`src/sv/afrf_pkg.sv`:
```
`timescale 1ns / 1ps
// ----------------------------------------------------------------------------
// afrf_pkg
// Shared types and constants for the aligned fill run finder.
// ----------------------------------------------------------------------------
package afrf_pkg;

  // Default parameter values
  localparam int unsigned OFFSET_BITS_DEF = 25;
  localparam logic [31:0] ROM_BASE_DEF    = 32'h0800_0000;

  // Fixed field widths
  localparam int unsigned MIN_SIZE_W  = 26;
  localparam int unsigned ADDR_W      = 28;
  localparam int unsigned CFG_IDX_W   = 8;
  localparam int unsigned CFG_DATA_W  = 32;
  localparam int unsigned NUM_TRACK   = 2;

  // Configuration register indexes
  localparam logic [CFG_IDX_W-1:0] CFG_MIN_SIZE        = 8'd0;
  localparam logic [CFG_IDX_W-1:0] CFG_LARGEST_MODE    = 8'd1;
  localparam logic [CFG_IDX_W-1:0] CFG_PRIMARY_FILLER  = 8'd2;
  localparam logic [CFG_IDX_W-1:0] CFG_FALLBACK_FILLER = 8'd3;

  // Register reset values
  localparam logic [MIN_SIZE_W-1:0] MIN_SIZE_RST        = 26'd1;
  localparam logic [7:0]            PRIMARY_FILLER_RST  = 8'hFF;
  localparam logic [7:0]            FALLBACK_FILLER_RST = 8'h00;

  typedef struct packed {
    logic [7:0] data_byte;
    logic       last_byte;
  } in_t;

  typedef struct packed {
    logic              found;
    logic [ADDR_W-1:0] space_address;
    logic              used_fallback;
  } out_t;

endpackage

```
`src/sv/aligned_fill_run_finder_core.sv`:
```
`timescale 1ns / 1ps
// ----------------------------------------------------------------------------
// aligned_fill_run_finder_core
// Scans an image byte stream for runs of filler bytes that start on 4-byte
// boundaries and reports the chosen free space address at the last byte.
// ----------------------------------------------------------------------------
// Usage:
//   Input channel (in_valid_i / in_stall_o / in_data_i) carries one image
//   byte per transaction, in address order; last_byte marks the end.
//   Output channel (out_valid_o / out_stall_i / out_data_o) carries one
//   result transaction per image, loaded on the cycle after the last byte.
//   Configuration channel (cfg_valid_i / cfg_ready_o) writes min_size,
//   largest_mode, primary_filler and fallback_filler; it is always ready.
//   Indexes beyond the register list are dropped.
// Throughput: one byte per cycle while the input is not stalled. Both filler
//   trackers compare, count and update their kept run combinationally from
//   the stored scan state; the result register sits behind that logic.
// Latency: result valid on the cycle after the last byte is accepted.
// Stall: the result register holds while out_stall_i is high; the input is
//   stalled only while that register is full and stalled, so a new image
//   streams in as soon as the result leaves.
// Reset: registers return to their documented defaults and the scan starts
//   at offset 0. After each last byte the scan state clears on its own.
// ----------------------------------------------------------------------------
module aligned_fill_run_finder_core
  import afrf_pkg::*;
#(
  parameter int unsigned OFFSET_BITS = OFFSET_BITS_DEF,
  parameter logic [31:0] ROM_BASE    = ROM_BASE_DEF
) (
  input  logic                               clk_i,
  input  logic                               rst_ni,
  // byte input
  input  logic                               in_valid_i,
  output logic                               in_stall_o,
  input  afrf_pkg::in_t                      in_data_i,
  // result output
  output logic                               out_valid_o,
  input  logic                               out_stall_i,
  output afrf_pkg::out_t                     out_data_o,
  // configuration writes
  input  logic                               cfg_valid_i,
  output logic                               cfg_ready_o,
  input  logic [afrf_pkg::CFG_IDX_W-1:0]     cfg_index_i,
  input  logic [afrf_pkg::CFG_DATA_W-1:0]    cfg_data_i
);

  localparam int unsigned LenW = OFFSET_BITS + 1;
  localparam int unsigned CmpW = (LenW > MIN_SIZE_W) ? LenW : MIN_SIZE_W;

  // Configuration registers
  logic [MIN_SIZE_W-1:0] min_size_q;
  logic                  largest_mode_q;
  logic [7:0]            primary_filler_q;
  logic [7:0]            fallback_filler_q;

  // Scan state
  logic [OFFSET_BITS-1:0] byte_offset_q, byte_offset_d;
  logic [NUM_TRACK-1:0]   run_active_q, run_active_d;
  logic [OFFSET_BITS-1:0] run_start_q   [NUM_TRACK];
  logic [OFFSET_BITS-1:0] run_start_d   [NUM_TRACK];
  logic [LenW-1:0]        run_len_q     [NUM_TRACK];
  logic [LenW-1:0]        run_len_d     [NUM_TRACK];
  logic [OFFSET_BITS-1:0] best_start_q  [NUM_TRACK];
  logic [OFFSET_BITS-1:0] best_start_d  [NUM_TRACK];
  logic [LenW-1:0]        best_len_q    [NUM_TRACK];
  logic [LenW-1:0]        best_len_d    [NUM_TRACK];

  // Result register
  logic  out_valid_q, out_valid_d;
  out_t  out_data_q, out_data_d;

  logic in_acc;
  logic out_acc;

  assign cfg_ready_o = 1'b1;
  assign in_stall_o  = out_valid_q & out_stall_i;
  assign in_acc      = in_valid_i & ~in_stall_o;
  assign out_acc     = out_valid_q & ~out_stall_i;
  assign out_valid_o = out_valid_q;
  assign out_data_o  = out_data_q;

  // --------------------------------------------------------------------------
  // Configuration decode
  // --------------------------------------------------------------------------
  always_ff @(posedge clk_i or negedge rst_ni) begin
    if (!rst_ni) begin
      min_size_q        <= MIN_SIZE_RST;
      largest_mode_q    <= 1'b0;
      primary_filler_q  <= PRIMARY_FILLER_RST;
      fallback_filler_q <= FALLBACK_FILLER_RST;
    end else if (cfg_valid_i && cfg_ready_o) begin
      unique case (cfg_index_i)
        CFG_MIN_SIZE:        min_size_q        <= cfg_data_i[MIN_SIZE_W-1:0];
        CFG_LARGEST_MODE:    largest_mode_q    <= cfg_data_i[0];
        CFG_PRIMARY_FILLER:  primary_filler_q  <= cfg_data_i[7:0];
        CFG_FALLBACK_FILLER: fallback_filler_q <= cfg_data_i[7:0];
        default: ;
      endcase
    end
  end

  // --------------------------------------------------------------------------
  // Tracker update: one compare, one saturating count and one keep decision
  // per filler, all from the stored state.
  // --------------------------------------------------------------------------
  logic [7:0]             filler      [NUM_TRACK];
  logic                   match       [NUM_TRACK];
  logic                   act_n       [NUM_TRACK];
  logic [OFFSET_BITS-1:0] start_n     [NUM_TRACK];
  logic [LenW-1:0]        len_n       [NUM_TRACK];
  logic                   close_en    [NUM_TRACK];
  logic [LenW-1:0]        close_len   [NUM_TRACK];
  logic                   locked      [NUM_TRACK];
  logic                   keep        [NUM_TRACK];
  logic [OFFSET_BITS-1:0] best_start_n[NUM_TRACK];
  logic [LenW-1:0]        best_len_n  [NUM_TRACK];
  logic                   aligned;
  logic                   last;
  logic                   pick_fb;
  logic                   any_found;
  logic [31:0]            addr_sum;

  assign filler[0] = primary_filler_q;
  assign filler[1] = fallback_filler_q;
  assign aligned   = (byte_offset_q[1:0] == 2'b00);
  assign last      = in_data_i.last_byte;

  always_comb begin
    for (int t = 0; t < NUM_TRACK; t++) begin
      match[t]     = (in_data_i.data_byte == filler[t]);
      act_n[t]     = run_active_q[t];
      start_n[t]   = run_start_q[t];
      len_n[t]     = run_len_q[t];
      close_en[t]  = 1'b0;
      close_len[t] = run_len_q[t];
      if (run_active_q[t]) begin
        if (match[t]) begin
          // grow the run, saturate at all ones
          if (run_len_q[t] != {LenW{1'b1}}) begin
            len_n[t] = run_len_q[t] + LenW'(1);
          end
        end else begin
          close_en[t] = 1'b1;
          act_n[t]    = 1'b0;
        end
      end else if (match[t] && aligned) begin
        act_n[t]   = 1'b1;
        start_n[t] = byte_offset_q;
        len_n[t]   = LenW'(1);
      end
      // a run still open at the last byte ends there, with that byte counted
      if (last && act_n[t]) begin
        close_en[t]  = 1'b1;
        close_len[t] = len_n[t];
      end
      locked[t] = ~largest_mode_q && (best_len_q[t] != '0);
      keep[t]   = close_en[t] && ~locked[t]
                  && (CmpW'(close_len[t]) >= CmpW'(min_size_q))
                  && (close_len[t] > best_len_q[t]);
      best_start_n[t] = keep[t] ? start_n[t]   : best_start_q[t];
      best_len_n[t]   = keep[t] ? close_len[t] : best_len_q[t];
    end
  end

  // Pick primary when it kept a run, else fallback
  assign pick_fb   = (best_len_n[0] == '0);
  assign any_found = ~pick_fb || (best_len_n[1] != '0);
  assign addr_sum  = ROM_BASE + 32'(pick_fb ? best_start_n[1] : best_start_n[0]);

  always_comb begin
    byte_offset_d = byte_offset_q;
    run_active_d  = run_active_q;
    for (int t = 0; t < NUM_TRACK; t++) begin
      run_start_d[t]  = run_start_q[t];
      run_len_d[t]    = run_len_q[t];
      best_start_d[t] = best_start_q[t];
      best_len_d[t]   = best_len_q[t];
    end
    out_valid_d = out_valid_q & ~out_acc;
    out_data_d  = out_data_q;

    if (in_acc) begin
      if (last) begin
        // end of image: clear the scan and load the result
        byte_offset_d = '0;
        run_active_d  = '0;
        for (int t = 0; t < NUM_TRACK; t++) begin
          run_start_d[t]  = '0;
          run_len_d[t]    = '0;
          best_start_d[t] = '0;
          best_len_d[t]   = '0;
        end
        out_valid_d              = 1'b1;
        out_data_d.found         = any_found;
        out_data_d.space_address = any_found ? addr_sum[ADDR_W-1:0] : '0;
        out_data_d.used_fallback = any_found & pick_fb;
      end else begin
        byte_offset_d = byte_offset_q + OFFSET_BITS'(1);
        for (int t = 0; t < NUM_TRACK; t++) begin
          run_active_d[t] = act_n[t];
          run_start_d[t]  = start_n[t];
          run_len_d[t]    = len_n[t];
          best_start_d[t] = best_start_n[t];
          best_len_d[t]   = best_len_n[t];
        end
      end
    end
  end

  always_ff @(posedge clk_i or negedge rst_ni) begin
    if (!rst_ni) begin
      byte_offset_q <= '0;
      run_active_q  <= '0;
      out_valid_q   <= 1'b0;
      for (int t = 0; t < NUM_TRACK; t++) begin
        run_start_q[t]  <= '0;
        run_len_q[t]    <= '0;
        best_start_q[t] <= '0;
        best_len_q[t]   <= '0;
      end
    end else begin
      byte_offset_q <= byte_offset_d;
      run_active_q  <= run_active_d;
      out_valid_q   <= out_valid_d;
      for (int t = 0; t < NUM_TRACK; t++) begin
        run_start_q[t]  <= run_start_d[t];
        run_len_q[t]    <= run_len_d[t];
        best_start_q[t] <= best_start_d[t];
        best_len_q[t]   <= best_len_d[t];
      end
    end
  end

  // Result payload needs no reset
  always_ff @(posedge clk_i) begin
    out_data_q <= out_data_d;
  end

  // --------------------------------------------------------------------------
  // Assertions
  // --------------------------------------------------------------------------
  a_last_loads_result : assert property (@(posedge clk_i) disable iff (!rst_ni)
    (in_acc && in_data_i.last_byte) |=> out_valid_o)
    else $error("result not loaded after last byte");

  a_last_clears_scan : assert property (@(posedge clk_i) disable iff (!rst_ni)
    (in_acc && in_data_i.last_byte) |=>
      (byte_offset_q == '0) && (run_active_q == '0))
    else $error("scan state not cleared after last byte");

  a_not_found_zero : assert property (@(posedge clk_i) disable iff (!rst_ni)
    (out_valid_o && !out_data_o.found) |->
      (out_data_o.space_address == '0) && !out_data_o.used_fallback)
    else $error("empty result carries address or fallback flag");

  a_active_len_p : assert property (@(posedge clk_i) disable iff (!rst_ni)
    run_active_q[0] |-> (run_len_q[0] != '0))
    else $error("primary run active with zero length");

  a_active_len_f : assert property (@(posedge clk_i) disable iff (!rst_ni)
    run_active_q[1] |-> (run_len_q[1] != '0))
    else $error("fallback run active with zero length");

endmodule

```
`config.mk`:
```
export PLATFORM = sky130hd
export DESIGN_NAME = aligned_fill_run_finder_core
export DESIGN_NICKNAME = d
export VERILOG_FILES = /design/src/sv/afrf_pkg.sv /design/src/sv/aligned_fill_run_finder_core.sv
export SDC_FILE = /design/constraint.sdc
export NUM_CORES = 1
export LEC_CHECK = 0
export BUFFER_PORTS_ARGS = -buffer_cell sky130_fd_sc_hd__buf_2
export CAP_MARGIN = 20
export CORE_MARGIN = 2
export CORE_UTILIZATION = 35
export CTS_CLUSTER_SIZE = 10
export DETAILED_ROUTE_END_ITERATION = 12
export PLACE_DENSITY_LB_ADDON = 0.1
export SETUP_SLACK_MARGIN = 0.05
export SLEW_MARGIN = 20
export SYNTH_ARGS = -nofsm -noshare
export SYNTH_HDL_FRONTEND = slang
export SYNTH_SLANG_ARGS = --single-unit
```
`constraint.sdc`:
```
create_clock -name clk_i -period 10.75 [get_ports clk_i]
set_input_delay 1.6125 -clock clk_i [delete_from_list [all_inputs] [get_ports clk_i]]
set_output_delay 1.6125 -clock clk_i [all_outputs]
set_load 0.02 [all_outputs]
```
Yosys cells after proc, flatten, opt, wreduce, memory -nomap -nowiden. Index checks and enable logic that the tools add are counted.

Register bits: 305. Input bits: 54. Output and inout bits: 33. Logic and storage cells: 108.

$add $sub $neg: 4. Magnitude comparators: 4. Equality and inequality tests: 7. Multiplexer cells: 39. Bitwise operators: 12. Reduce and logical (&&, ||, !) cells: 24.

Operators with widths (number): $mux 26 (12); $mux 25 (8); $mux 52 (2); $mux 50 (2); $reduce_bool 26->1 (3); $add 26x1->26 const B (2); $ge 26x26->1 (2); $gt 26x26->1 (2); $ne 26x26->1 const B (2); $add 28x25->28 const A (1); $logic_not 26->1 (1); $add 25x1->25 const B (1); $eq 8x2->1 const B (2); $eq 8x8->1 (2); $mux 1 (14); $logic_and 1x1->1 (12); $reduce_and 2->1 (5); $eq 8x1->1 const B (1); $logic_not 8->1 (1); $not 1->1 (7); $and 1x1->1 (5); $logic_not 2->1 (1); $mux 2 (1); $logic_or 1x1->1 (1).

Longest topological paths before layout. Gate-level depths: netlist (run 1).

Depth after elaboration: 14. Gate-level depth with buffers: 25.

Least setup slack after synthesis (run 1). Ideal clock, no wire load.

Path type: input-to-reg. Start: input in_data_i[7] in the netlist's numbering. End: register out_data_q, in the netlist out_data_o[10] (data pin). Arrival: 6.288 ns. Data required time: 10.485 ns. Slack: 4.197 ns. Stages: 20. Path buffers: 4. Cell sequence: xnor2_1 > nand4_1 > or3_1 > buf_2 > clkbuf_1 > clkbuf_1 > o21ai_0 > o31ai_1 > ha_1 > nand4_1 > nor4_1 > nand2_1 > a221o_1 > nand3_1 > nand3_1 > or4b_1 > or4b_4 > a221oi_4 > buf_4 > o31ai_2.

Cells in the longest elaborated chain, start to end: 13. Elaborated cells on any way between the ends: 50. Those cells by class: add/sub: 1; order compare: 4; eq/ne: 2; mux: 29; bitwise: 1; reduce/logical: 13.

RTL lines: start, declared (line aligned_fill_run_finder_core.sv:36) `input afrf_pkg::in_t in_data_i,`; $eq 8x8->1 (line aligned_fill_run_finder_core.sv:131) `match[t] = (in_data_i.data_byte == filler[t]);`; $logic_and 1x1->1 (line aligned_fill_run_finder_core.sv:147) `end else if (match[t] && aligned) begin`; $mux 1 (line aligned_fill_run_finder_core.sv:147); $mux 1 (line aligned_fill_run_finder_core.sv:137) `if (run_active_q[t]) begin`; $logic_and 1x1->1 (line aligned_fill_run_finder_core.sv:153) `if (last && act_n[t]) begin`; $mux 26 / $mux 1 (equally long branches) (line aligned_fill_run_finder_core.sv:153); $ge 26x26->1 / $logic_and 1x1->1 (equally long branches) (line aligned_fill_run_finder_core.sv:159, aligned_fill_run_finder_core.sv:158); $logic_and 1x1->1 (line aligned_fill_run_finder_core.sv:159) `&& (CmpW'(close_len[t]) >= CmpW'(min_size_q))`; $logic_and 1x1->1 (line aligned_fill_run_finder_core.sv:160) `&& (close_len[t] > best_len_q[t]);`; $mux 26 (line aligned_fill_run_finder_core.sv:162) `best_len_n[t] = keep[t] ? close_len[t] : best_len_q[t];`; $logic_not 26->1 (line aligned_fill_run_finder_core.sv:167) `assign pick_fb = (best_len_n[0] == '0);`; $mux 25 / $not 1->1 (equally long branches) (line aligned_fill_run_finder_core.sv:169, aligned_fill_run_finder_core.sv:168); $add 28x25->28 / $logic_or 1x1->1 (equally long branches) (line aligned_fill_run_finder_core.sv:169, aligned_fill_run_finder_core.sv:168); end signal, assigned (line aligned_fill_run_finder_core.sv:237) `out_data_q <= out_data_d;`; end, declared (line aligned_fill_run_finder_core.sv:71) `out_t out_data_q, out_data_d;`.

Several ways; a longest one is shown, not always the timed one. A chain may end at the register's enable or synchronous reset.

Worst setup path in the final report (run 1).
Start: input in_data_i[4] in the netlist's numbering. End: register out_data_q, in the netlist out_data_o[21] (data pin).

Same word-level chain as after synthesis.

==> flow_summary_export.csv, run 1 <==
group,metric,value,unit
routing,vias,17300,
logic_synthesis,synth_fa_ha_area_share,6.95,%
logic_synthesis,synth_mux_area_share,2.38,%
clock_tree,clk_pin_slew,0.05,ns
sta,setup_viol,0,
clock_tree,cts-resized-gates,0,
global_route,grt_max_degree,109,
clock_tree,cts_buffer_depth,3,
clock_tree,htree_levels,2,
logic_synthesis,synth_top_area_share,34.3,%
clock_tree,cts_tree,"done",
sta,worst_slew_pin_slew,1.21,ns
sta,whs,0.472,ns
placement,globalplace.congestion,0.913,
logic_synthesis,yosys.area.top_type,"dfrtp_1",
cells_and_area,final_cell_mix,"nand2_1 (353), dfrtp_1 (266), o21ai_0 (177)",
sta,relSlewSlack,18.1,%
critical_path,slowest_delay,1.15,ns
clock_tree,clock-sinks,303,
sta,max_clock_freq,121,MHz
cells_and_area,fillCellCount,5487,
global_route,antenna_found_initial,0,
logic_synthesis,yosysWarnings,0,
cells_and_area,antennaDiodeCount,0,
power_and_ir_drop,vdd_drop_max,0.107,mV
outcome,outcome,"completed",
routing,ant_nets,0,
clock_tree,hold_buffers,0,
cells_and_area,final_common_cell,"nand2_1",
clock_tree,cts_root_buf,"clkbuf_16",
logic_synthesis,yosys.area_share.simple,19.6,%
routing,wl,63900,um
critical_path,crit_arrival,8.55,ns
floorplanning,start_util,35.3,%
logic_synthesis,synth-compound-area-share,24.1,%
global_route,track_usage,22.6,%
sta,tns,0,ns
logic_synthesis,synth_area_leaders,"dfrtp_1 (34%), ha_1 (7.0%), nand2_1 (6.8%), o21ai_0 (4.6%), edfxtp_1 (4.3%)",
clock_tree,post_cts_buffers,0,
logic_synthesis,syn_area_per_cell,8.73,sq um
logic_synthesis,ys_types,92,
routing,viasPerCell,5.77,
sta,maxSlewViolCount,0,
logic_synthesis,synthArstFlopShare,90.8,%
floorplanning,row_count,86,
routing,drtIter0Drc,1534,
routing,first_pass_iters,5,
placement,io_buffers,77,
logic_synthesis,synth_top_family_by_area,"compound AO/OA/AOI/OAI gates",
logic_synthesis,synth-xor-area-share,1.49,%
sta,hold_violations,0,
clock_tree,clk_latency,0.58,ns
flow_run,max-cap-violations,0,
logic_synthesis,synth_edf_count,28,
placement,place_inst,2927,
min_path,min_path_type,"reg2reg",
sta,period_minus_slack,8.26,ns
critical_path,worst_setup_path_start_kind,"input port",
routing,drc,0,
critical_path,worst-setup-path-type,"in2reg",
cells_and_area,syn2layout_area_growth,11.7,%
cells_and_area,final_util,39.5,%
cells_and_area,fin_nets,2383,
critical_path,crit_slowest_cell,"o41ai_1",
sta,clock_skew,0.0325,ns
logic_synthesis,synthFlopType,"dfrtp_1",
logic_synthesis,ys_seq_area_share,39.8,%
critical_path,path_max_fanout,51,
global_route,grt_overflow_total,0,
global_route,grt_pass1_wl,102000,um
floorplanning,dieArea,0.0574,sq mm
logic_synthesis,syn_area,0.0194,sq mm
sta,timing.final.crit_share,76.9,%
critical_path,worst_setup_path_end_kind,"register",
floorplanning,core_area,0.0550,sq mm
cells_and_area,drive_above_1_share,11.6,%
clock_tree,cts_buffers,40,
sta,rsz0062_at_grt,"no",
critical_path,cp.required,11.04,ns
cells_and_area,final_cells,3000,
placement,dp_hpwl,41800,um
logic_synthesis,yosys_register_bits,303,
cells_and_area,multi_input_area,0.0107,sq mm
logic_synthesis,syn_inst,2225,
global_route,grt_pass1_vias,17000,
critical_path,crit_chain,"buf_2 > xnor2_1 > and4_1 > and3_1 > nand2_1 > o41ai_1 > ha_1 > a21oi_1 > o21ai_0 > a21o_1 > a311oi_1 > and3b_2 > buf_4 > and4_1 > a41oi_4 > or2_1 > buf_4 > o31ai_2",
floorplanning,die_w,240,um
floorplanning,fp.dieH,240,um
power_and_ir_drop,p_leak,9.35,nW
routing,route.detailed.wl_per_inst,21.3,um
power_and_ir_drop,p_per_area,146,mW/mm^2
floorplanning,io_pins,87,
cells_and_area,seq_area,0.00773,sq mm
==> report_power, final <==
group / switching [mW] / total [mW] / internal (mW) / leakage (nW)
logic: 0.340 / 0.530 / 0.190 / 4.86
registers: 0.0759 / 1.32 / 1.24 / 3.88
clock network: 0.542 / 1.32 / 0.774 / 0.607
total: 0.957 / 3.16 / 2.20 / 9.35
==> critical path, delay by kind of cell <==
| kind | cells | cell delay [ns] |
|---|---|---|
| compound gates | 7 | 2.79 |
| simple gates | 6 | 2.56 |
| buf+inv | 3 | 0.76 |
| fa+ha+maj | 1 | 0.42 |
| xor+xnor | 1 | 0.33 |
==> Yosys cell counts, types with 12 or more instances <==
master / instances
nor2_1: 106
a22oi_1: 52
and4_1: 19
edfxtp_1: 28
dfrtp_1: 266
nor4_1: 32
or3_1: 18
mux2i_1: 26
a21oi_1: 83
and3_1: 21
o22ai_1: 49
o31ai_2: 19
a31oi_1: 46
xnor2_1: 21
a21boi_0: 48
o21ai_0: 177
nor3_1: 43
ha_1: 108
nand3_1: 71
clkbuf_1: 133
inv_1: 93
a22o_1: 45
buf_2: 12
nand4_1: 56
o31ai_1: 51
xor2_1: 12
mux2_2: 18
nand2_1: 354
a21o_1: 23
==> kinds of logic (layout without fill, tap and decap cells) <==
group	after synthesis	in the layout
AOI/OAI and AO/OA	685	685
xor gates and xnor gates	33	33
adders and majority gates	108	108
and+or+nand+nor	786	786
muxes	44	44
DFF	303	303
other	2	3
buffers and inverters	264	290
==> final cells by class <==
cell class	count	share of cell area, %
Clock inverter	9	0.605
Sequential cell	303	35.6
Inverter	93	1.61
Tap cell	748	4.31
Timing Repair Buffer	124	3.48
Clock buffer	64	5.21
Multi-Input combinational cell	1659	49.2
==> metrics by stage <==
step	worst slack, ns	instance area, sq um	total power [mW]
finish	2.49	21700	3.16
global route	2.14	21700	3.33
CTS	2.60	21700	3.20
global placement	2.06	20400	1.85
floorplan	4.20	19400	1.68
detailed placement	2.04	20400	1.86
==> routing by layer <==
layer,vias to the layer above,share of wire (%),GRT usage [%],routed length (um)
met1,8534,46,31.6,29600
met2,470,46,36.4,29400
met5,-,0,0,0
li1,8204,-,-,-
met3,100,5.2,3.13,3310
met4,0,2.4,6.38,1550
==> final timing paths <==
path                                                 start                            to  slack (ns)  depth (start not counted)
setup reg to reg           primary_filler_q[3]$_DFFE_PN1P_  out_data_o[21]$_SDFFCE_PN0P_        3.24                         17
hold / removal                best_start_q[20]$_DFFE_PN0P_  best_start_q[20]$_DFFE_PN0P_        0.47                          2
setup / recovery                              in_data_i[4]  out_data_o[21]$_SDFFCE_PN0P_        2.49                         18
max in group asynchronous                           rst_ni     run_len_q[26]$_DFFE_PN0P_        8.19                          2
hold reg to reg               best_start_q[20]$_DFFE_PN0P_  best_start_q[20]$_DFFE_PN0P_        0.47                          2
min in group asynchronous                           rst_ni    best_len_q[39]$_DFFE_PN0P_        1.10                          1
==> flip-flops by register name (all words and copies together), names as in the netlist, 25 cells and up <==
register,count
best_len_q,52
best_start_q,50
byte_offset_q,25
min_size_q,26
out_data_o,28
run_len_q,52
run_start_q,50
No activity file was read; power rests on OpenSTA's default activity.
==> inputs of run 2 (changes only) <==
Clock period 10.75 ns to 7.1 ns, I/O delays scaled along.
==> flow_summary_export.csv, run 2 (synthesized netlist as in run 1, its figures left out) <==
group,metric,value,unit
global_route,grt_overflow_total,0,
clock_tree,cts_buffer_depth,3,
sta,period_minus_slack,6.45,ns
floorplanning,die_w,240,um
cells_and_area,final_cells,3021,
critical_path,crit_arrival,6.74,ns
sta,hold_violations,0,
critical_path,r2r-end,"out_data_o[24]$_SDFFCE_PN0P_",
min_path,min_path_type,"reg2reg",
routing,vias,17300,
power_and_ir_drop,comb_power_share,16.7,%
critical_path,critPathBufInv,2,
power_and_ir_drop,switching_share,29.9,%
routing,wl,64500,um
floorplanning,fp.dieH,240,um
placement,dp_hpwl,42600,um
routing,drtIter0Drc,1558,
cells_and_area,final_util,40.0,%
clock_tree,clock-sinks,303,
global_route,grt_pass1_vias,16800,
min_path,holdPathEnd,"best_start_q[23]$_DFFE_PN0P_",
placement,io_buffers,77,
sta,rsz0062_at_grt,"no",
sta,relSlewSlack,28.9,%
critical_path,cp_top_family,"simple AND/OR/NAND/NOR gates",
global_route,track_usage,22.7,%
sta,worst_slew_pin_slew,1.06,ns
critical_path,rr_startpoint,"byte_offset_q[0]$_DFFE_PN0P_",
clock_tree,hold_buffers,0,
global_route,grt_pass1_wl,101000,um
power_and_ir_drop,p_int,3.40,mW
cells_and_area,final_common_cell,"nand2_1",
sta,tns,0,ns
clock_tree,cts_tree,"done",
sta,timing.final.crit_share,90.8,%
critical_path,crit_slowest_cell,"nor3_1",
clock_tree,cts_buffers,41,
global_route,grt_max_degree,129,
floorplanning,row_count,86,
min_path,whs_path_depth,2,
power_and_ir_drop,p_per_area,221,mW/mm^2
cells_and_area,syn2layout_area_growth,13.1,%
critical_path,slowest_delay,0.72,ns
floorplanning,start_util,35.3,%
sta,clock_skew,0.0195,ns
power_and_ir_drop,seqPwrFrac,41.1,%
placement,globalplace.congestion,0.890,
clock_tree,htree_levels,2,
sta,maxSlewViolCount,0,
clock_tree,post_cts_buffers,0,
critical_path,worstRegToRegCells,18,
power_and_ir_drop,vdd_drop_max,0.149,mV
routing,first_pass_iters,5,
critical_path,cp.required,7.39,ns
clock_tree,clk_pin_slew,0.05,ns
cells_and_area,drive_above_1_share,12.5,%
critical_path,rrSetupSlack,0.65,ns
placement,dpl-instance-area,0.0207,sq mm
power_and_ir_drop,p_leak,9.49,nW
cells_and_area,fin_area,0.0220,sq mm
routing,drc,0,
sta,setup_viol,0,
power_and_ir_drop,switching_power,1.45,mW
critical_path,cpMostUsedCell,"ha_1",
routing,ant_nets,0,
floorplanning,core_area,0.0550,sq mm
global_route,antenna_found_initial,1,
clock_tree,cts_root_buf,"clkbuf_16",
cells_and_area,final_cell_mix,"nand2_1 (353), dfrtp_1 (266), o21ai_0 (177)",
critical_path,worst_setup_path_end_kind,"register",
routing,viasPerCell,5.73,
clock_tree,cts-resized-gates,0,
min_path,hold_path_startpoint,"best_start_q[23]$_DFFE_PN0P_",
routing,route.detailed.wl_per_inst,21.4,um
critical_path,crit_chain,"inv_1 > ha_1 > o21ai_0 > or3_1 > a22oi_1 > nor3_1 > ha_1 > nand4_1 > nor4_1 > nand2_1 > a221o_1 > nand3_1 > nand3_2 > or4b_1 > or4b_4 > a221oi_4 > buf_12 > o31ai_2",
placement,place_inst,2946,
floorplanning,dieArea,0.0574,sq mm
flow_run,max-cap-violations,0,
clock_tree,clk_latency,0.57,ns
power_and_ir_drop,power_frac_clock,42.2,%
cells_and_area,fin_nets,2403,
outcome,outcome,"completed",
critical_path,worst-setup-path-type,"reg2reg",
floorplanning,io_pins,87,
critical_path,worst_setup_path_start_kind,"register",
sta,max_clock_freq,155,MHz
cells_and_area,reg.largest.list,"best_len_q (52), run_len_q (52)",
critical_path,path_max_fanout,27,
run 2: worst max-delay path by stage:
| stage | startpoint | end | slack (ns) | depth (start not counted) |
|---|---|---|---|---|
| global placement | in_data_i[1] | out_data_o[6]$_SDFFCE_PN0P_ | 0.17 | 20 |
| global route | byte_offset_q[0]$_DFFE_PN0P_ | out_data_o[6]$_SDFFCE_PN0P_ | 0.32 | 18 |
| detailed placement | in_data_i[1] | out_data_o[6]$_SDFFCE_PN0P_ | 0.12 | 20 |
| finish | byte_offset_q[0]$_DFFE_PN0P_ | out_data_o[24]$_SDFFCE_PN0P_ | 0.65 | 18 |
| floorplan | in_data_i[7] | out_data_o[10]$_SDFFCE_PN0P_ | 1.09 | 20 |
| CTS | byte_offset_q[0]$_DFFE_PN0P_ | out_data_o[3]$_SDFFCE_PN0P_ | 0.58 | 18 |
run 2: worst register-to-register path, cell delays in order, from the launching register on:
cell,delay (ns)
dfrtp_1,0.48
inv_1,0.14
ha_1,0.28
o21ai_0,0.62
or3_1,0.45
a22oi_1,0.15
nor3_1,0.72
ha_1,0.26
nand4_1,0.18
nor4_1,0.46
nand2_1,0.15
a221o_1,0.30
nand3_1,0.09
nand3_2,0.11
or4b_1,0.49
or4b_4,0.51
a221oi_4,0.39
buf_12,0.30
o31ai_2,0.11
run 2: stage by stage:
step	total power, mW	hold slack (ns)	setup WS (ns)
finish	4.86	0.474	0.651
global route	5.10	0.502	0.321
CTS	4.92	0.477	0.580
detailed placement	2.83	0.466	0.124
global placement	2.81	0.459	0.168
floorplan	2.54	0.448	1.09
run 2: power by group through the flow:
stage	Clock, mW	Combinational, mW	Sequential [mW]
floorplan	0	0.555	1.98
global placement	0	0.793	2.02
detailed placement	0	0.806	2.02
CTS	2.11	0.814	1.99
global route	2.18	0.908	2.01
finish	2.05	0.811	2.00
run 2: area by class of cell:
cell class / instances / area (sq um)
antenna: 1 / 2.50
fill: 5537 / 33000
clock buffer: 63 / 1160
clock inverter: 11 / 146
timing repair buffer: 143 / 972
multi-input combinational: 1659 / 10700
sequential: 303 / 7730
inverter: 93 / 349
tap: 748 / 936
run 2: routing by layer:
metal,wire length (um),GRT usage (%),vias to the layer above
met2,29500,36.0,445
met3,3250,3.10,79
li1,-,-,8257
met4,1380,5.64,0
met1,30400,32.6,8541
met5,0,0,-
